==> config.mk <==
export PLATFORM = sky130hd
export DESIGN_NAME = bpfa_ctrl
export DESIGN_NICKNAME = d
export VERILOG_FILES = /design/src/hw/rtl/bpfa_pkg.sv /design/src/hw/rtl/bpfa_ctrl.sv
export SDC_FILE = /design/constraint.sdc
export NUM_CORES = 1
export LEC_CHECK = 0
export ABC_AREA = 1
export BUFFER_PORTS_ARGS = -buffer_cell sky130_fd_sc_hd__buf_2
export CORE_AREA = 2 2 39 41
export DETAILED_ROUTE_END_ITERATION = 10
export DIE_AREA = 0 0 41 43
export GPL_TIMING_DRIVEN = 0
export PLACE_DENSITY = 0.72
export SLEW_MARGIN = 30
export SYNTH_ARGS = -nofsm -noshare
export SYNTH_HDL_FRONTEND = slang
export SYNTH_SLANG_ARGS = --single-unit
==> constraint.sdc <==
create_clock -name aclk -period 1.4 [get_ports aclk]
set_clock_uncertainty 0.15 [all_clocks]
set_input_delay 0.07 -clock aclk [delete_from_list [all_inputs] [get_ports aclk]]
set_output_delay 0.07 -clock aclk [all_outputs]
set_load 0.03 [all_outputs]
==> src/hw/rtl/bpfa_pkg.sv <==
package bpfa_pkg;

    // Fixed field widths of the streams and the configuration register.
    localparam int KIND_W      = 2;
    localparam int ADDR_W      = 32;
    localparam int STATUS_W    = 2;
    localparam int COUNT_W     = 14;
    localparam int RES_W       = 14;
    localparam int PAGE_SHIFT  = 12;
    localparam int S_TDATA_W   = ADDR_W;
    localparam int S_TUSER_W   = KIND_W;
    localparam int M_TDATA_W   = STATUS_W + ADDR_W + COUNT_W;

    localparam int             PAGE_COUNT_DEF = 8192;
    localparam logic [RES_W-1:0] RES_RESET    = RES_W'(512);
    localparam logic [7:0]     FULL_BYTE      = 8'hFF;

    typedef enum logic [KIND_W-1:0] {
        KIND_ALLOC = 2'd0,
        KIND_FREE  = 2'd1,
        KIND_INIT  = 2'd2
    } kind_t;

    typedef enum logic [STATUS_W-1:0] {
        ST_OK      = 2'd0,
        ST_OUT     = 2'd1,
        ST_INVALID = 2'd2,
        ST_DOUBLE  = 2'd3
    } status_t;

    // Commands from the controller to the datapath.
    typedef struct packed {
        logic    latch;
        logic    init_start;
        logic    init_wr;
        logic    init_end;
        logic    scan_start;
        logic    scan_read;
        logic    alloc_commit;
        logic    free_read;
        logic    free_commit;
        logic    ld_res;
        status_t res_status;
    } cmd_t;

    // Status from the datapath back to the controller.
    typedef struct packed {
        logic sweep_last;
        logic rd_valid;
        logic rd_hit;
        logic rd_last;
        logic free_bad;
        logic free_used;
    } sts_t;

endpackage

==> src/hw/rtl/bpfa_ctrl.sv <==
module bpfa_ctrl import bpfa_pkg::*; (
    input  logic                 aclk,
    input  logic                 aresetn,
    input  logic                 s_tvalid,
    output logic                 s_tready,
    input  logic [KIND_W-1:0]    s_kind,
    output logic                 m_tvalid,
    input  logic                 m_tready,
    output cmd_t                 cmd,
    input  sts_t                 sts
);

    typedef enum logic [2:0] {
        S_BOOT,
        S_SWEEP,
        S_INIT_END,
        S_IDLE,
        S_SCAN,
        S_FREE_RD,
        S_FREE_CHK,
        S_NOP_RES
    } state_t;

    state_t state_reg, state_next;
    logic   m_tvalid_reg, m_tvalid_next;
    logic   boot_reg, boot_next;
    logic   out_free;
    logic   accept;

    assign out_free = !m_tvalid_reg || m_tready;
    assign s_tready = (state_reg == S_IDLE);
    assign accept   = s_tvalid && s_tready;
    assign m_tvalid = m_tvalid_reg;

    always_comb begin
        cmd        = '0;
        cmd.res_status = ST_OK;
        state_next = state_reg;
        boot_next  = boot_reg;
        case (state_reg)
            S_BOOT: begin
                cmd.init_start = 1'b1;
                state_next     = S_SWEEP;
            end
            S_SWEEP: begin
                cmd.init_wr = 1'b1;
                if (sts.sweep_last) begin
                    state_next = S_INIT_END;
                end
            end
            S_INIT_END: begin
                if (boot_reg) begin
                    cmd.init_end = 1'b1;
                    boot_next    = 1'b0;
                    state_next   = S_IDLE;
                end else if (out_free) begin
                    cmd.init_end = 1'b1;
                    cmd.ld_res   = 1'b1;
                    state_next   = S_IDLE;
                end
            end
            S_IDLE: begin
                if (accept) begin
                    cmd.latch = 1'b1;
                    case (s_kind)
                        KIND_ALLOC: begin
                            cmd.scan_start = 1'b1;
                            state_next     = S_SCAN;
                        end
                        KIND_FREE: begin
                            state_next = S_FREE_RD;
                        end
                        KIND_INIT: begin
                            cmd.init_start = 1'b1;
                            state_next     = S_SWEEP;
                        end
                        default: begin
                            state_next = S_NOP_RES;
                        end
                    endcase
                end
            end
            S_SCAN: begin
                if (sts.rd_valid && sts.rd_hit) begin
                    if (out_free) begin
                        cmd.alloc_commit = 1'b1;
                        cmd.ld_res       = 1'b1;
                        state_next       = S_IDLE;
                    end
                end else if (sts.rd_valid && sts.rd_last) begin
                    if (out_free) begin
                        cmd.ld_res     = 1'b1;
                        cmd.res_status = ST_OUT;
                        state_next     = S_IDLE;
                    end
                end else begin
                    cmd.scan_read = 1'b1;
                end
            end
            S_FREE_RD: begin
                cmd.free_read = !sts.free_bad;
                state_next    = S_FREE_CHK;
            end
            S_FREE_CHK: begin
                if (out_free) begin
                    cmd.ld_res = 1'b1;
                    state_next = S_IDLE;
                    if (sts.free_bad) begin
                        cmd.res_status = ST_INVALID;
                    end else if (!sts.free_used) begin
                        cmd.res_status = ST_DOUBLE;
                    end else begin
                        cmd.free_commit = 1'b1;
                    end
                end
            end
            S_NOP_RES: begin
                if (out_free) begin
                    cmd.ld_res = 1'b1;
                    state_next = S_IDLE;
                end
            end
            default: begin
                state_next = S_IDLE;
            end
        endcase
        m_tvalid_next = cmd.ld_res ? 1'b1 : (m_tready ? 1'b0 : m_tvalid_reg);
    end

    always_ff @(posedge aclk) begin
        if (!aresetn) begin
            state_reg    <= S_BOOT;
            m_tvalid_reg <= 1'b0;
            boot_reg     <= 1'b1;
        end else begin
            state_reg    <= state_next;
            m_tvalid_reg <= m_tvalid_next;
            boot_reg     <= boot_next;
        end
    end

`ifndef SYNTHESIS
    a_result_slot_free: assert property (@(posedge aclk) disable iff (!aresetn)
        cmd.ld_res |-> out_free)
        else $error("result loaded while the previous one is still pending");

    a_accept_leaves_idle: assert property (@(posedge aclk) disable iff (!aresetn)
        accept |=> (state_reg != S_IDLE))
        else $error("accepted item did not start any work");

    a_result_held: assert property (@(posedge aclk) disable iff (!aresetn)
        (m_tvalid_reg && !m_tready) |=> m_tvalid_reg)
        else $error("pending result withdrawn before it was taken");
`endif

endmodule

==> run_results.csv <==
group,metric,value,unit
synthesis,yosys_register_bits,5,
finish,fillCellCount,108,
drt,met1Wirelength,710,microns
floorplanning,die_area,0.001763,sq mm
timing,final-max-slew-violation-count,0,
power_and_ir_drop,p_switching,777.3,uW
clock_network,worst_skew_pair_later_pin_latency,240,ps
power_and_ir_drop,power.share.combinational,76.6,%
power_and_ir_drop,power_per_cell_area,1640,mW/mm^2
synthesis,netlist_top_cells_area,"dfxtp_1, nand2_1, inv_1",
finish,layout.core_utilization,72.06,%
timing,hold_violations,0,
finish,drive_above_1_share,60.16,%
timing,fmaxAchievable,643.6,MHz
worst_hold_path,hold_path_class,"primary input to flop",
synthesis,main_synth_ff_type,"dfxtp_1",
power_and_ir_drop,sw_frac_of_total,47.52,%
drt,routed_wl,1.825,mm
synthesis,number_of_standard_cells_after_synthesis,86,
drt,violation_count_after_the_first_detailed_routing_iteration,15,
place,pre_cts_slack,-86.41,ps
clock_network,cts-root-to-sink-buffers,2,
finish,layout.cell_area.non_filler,997.2,sq um
finish,largest_register_ff_count,3,
drt,route.vias.total,724,
synthesis,synth.top_cell.area_share,19.18,%
critical_path,timing.critical_path.slowest_stage_cell,"dfxtp_1",
clock_network,numCtsBuffers,3,
run_status,outcome,"complete, but fails checks",
synthesis,synth_enable_flop_cells,0,
drt,postRouteAntennaNets,0,
synthesis,share_of_synthesized_area_occupied_by_flip_flops_and_latches,19.18,%
clock_network,cts.htree.levels,1,
timing,worst_pin_slew,239.9,ps
floorplanning,die_height,43,microns
global_route,globalRouteOverflowTotal,0,
run_status,violations,"negative setup slack",
critical_path,cp_max_fo,7,
clock_network,clock_tree.root_cell,"clkbuf_4",
synthesis,async_flop_share,0,%
timing,final.hold.worst_slack,72.75,ps
synthesis,ys.warnings.count,0,
place,dp_hpwl,1.070,mm
timing,worst_slack,-153.7,ps
floorplanning,placementRows,14,
critical_path,cpPeakStageDelay,300,ps
global_route,grt_pass1_wl,2.663,mm
drt,drt_drc_violations_left,0,
finish,antennaDiodeCount,0,
drt,highest_layer,"met4",
place,placed_cells_incl_taps,127,
finish,layoutNonFillerInstCount,144,
drt,drt-wirelength-per-cell,12.67,microns
synthesis,post_synth_num_cell_types,23,
floorplanning,initial_cell_density_of_the_core,37.70,%
flow_run,cap_violations,0,
global_route,antenna_found_initial,0,
floorplanning,pin_count,26,
global_route,maximum_number_of_pins_on_one_net_before_global_route_repair,8,
place,place_congestion,0.8146,
timing,report.final.setup_viol,13,
critical_path,worstSetupEndpointType,"output pin",
synthesis,synth.cell_area,521.8,sq um
critical_path,setup_crit_path_kind,"flop to output pin",
drt,route.detailed.vias_per_inst,5.028,
place,port-buffer-count,25,
power_and_ir_drop,worst_ir_drop_vdd,0.001169,V
critical_path,start_kind,"flop",
critical_path,worst_ep_arrival_time,1330,ps
timing,layout_min_cycle_time,1554,ps
synthesis,netlist.top_cell.by_area,"dfxtp_1",
drt,met2RoutedLength,994,microns
synthesis,average_size_of_a_mapped_cell,6.067,sq um
drt,drt_pre_antenna_iters,4,
timing,finalCritPeriodShare,111.0,%
critical_path,timing.critical_path.cells,"buf_6 -> inv_4 -> nand3_4 -> o211ai_1 -> and2_1 -> buf_6",
clock_network,clk_pin_slew,40,ps
critical_path,crit_required,1180,ps
finish,nets,141,
power_and_ir_drop,p_int,858.5,uW
global_route,grt_pass1_vias,701,
clock_network,clock_tree_from_tritoncts,"built",
synthesis,post-synth-top-count-cell,"nand2_1",
floorplanning,chipWidth,41,microns
floorplanning,fp.coreArea,0.001384,sq mm
power_and_ir_drop,power_leakage,0.5026,nW
synthesis,syn-num-nets,98,
timing,slew-limit-headroom,83.92,%
timing,grt_setup_unrepaired,"yes",
global_route,global_route.usage.total,21.71,%
synthesis,netlist_top_cells_count,"nand2_1, inv_1, nor2_1, nand3_1, dfxtp_1",
clock_network,cts_num_sinks,5,
finish,syn2layout_area_growth,91.13,%
drt,amount_of_wire_on_met3_after_detailed_routing,111,microns
critical_path,most_common_cell_type_on_the_critical_path,"buf_6",
power_and_ir_drop,share_clk_of_total_power,10.0,%
place,placed_area,704.4,sq um
power_and_ir_drop,p_seq_share,13.4,%
## cell families after synthesis
logic type	count (synthesis)	synth area share (%)
AND/OR/NAND/NOR	51	48.44
buffers and inverters	19	19.19
AO/OA/AOI/OAI	11	13.19
flip-flops	5	19.19
## timing repair
| item | CTS | global route |
|---|---|---|
| endpoints found under the hold margin | 5 | 0 |
| gates resized for setup | 36 | 19 |
| hold buffers | 1 | 0 |
| setup buffers | 10 | 3 |
| cloned | 1 | 0 |
| pin swaps | 6 | 3 |
| endpoints found under the setup margin | 11 | 16 |
## layout make-up
cell class	count	area [sq um]	area share, %
well taps	16	20.02	2.008
clock buffers	4	26.28	2.635
inverters	15	68.82	6.901
multi-input cells	62	435.4	43.66
plain buffers	3	33.78	3.388
flip-flops and latches	5	102.6	10.29
repair buffers	39	310.3	31.12
## per-stage QoR
step                power [mW]  setup TNS, ps
floorplan               0.8264         -206.9
global placement        0.9829         -83.97
detailed placement      0.9880         -86.41
CTS                      1.485         -573.9
global route             1.746          -1831
finish                   1.636         -764.3
## metal layers
layer	global-route usage, %	up-vias
li1	-	358
met1	23.55	329
met2	37.81	35
met3	6.806	2
met4	6.000	0
met5	0	-
## path summary, 6_finish.rpt
path,start,endpoint,slack [ps],cells after the start
hold / removal,s_tvalid,state_reg[1],70,4
setup reg to reg,state_reg[1],state_reg[1],-20,8
hold reg to reg,boot_reg,boot_reg,340,2
setup / recovery,state_reg[0],cmd[2],-150,6
## layout by cell type, fill, tap and decap left out, drive strengths merged, types with 2 or more instances in the layout
cell type  synthesis  final
buf                4     41
nand2             22     22
inv               15     15
nor2              13     13
nand3              8      8
dfxtp              5      5
o211ai             4      4
clkbuf             0      4
o21ai              4      4
nor3               3      3
nand4              2      2
a21oi              2      2
## power by group through the flow
stage	Combinational [mW]	Clock, mW	Sequential [mW]
2_1_floorplan	0.615	0	0.212
3_3_place_gp	0.776	0	0.207
3_5_place_dp	0.779	0	0.209
4_1_cts	1.10	0.171	0.215
5_1_grt	1.34	0.190	0.220
6_report	1.25	0.164	0.220
## worst max-delay path: cells and delay by family (launching register included)
kind	cells	cell delay (ps)
compound gates	1	210
buf+inv	3	350
flops	1	300
simple gates	2	240
No activity file was read; power rests on OpenSTA's default activity.
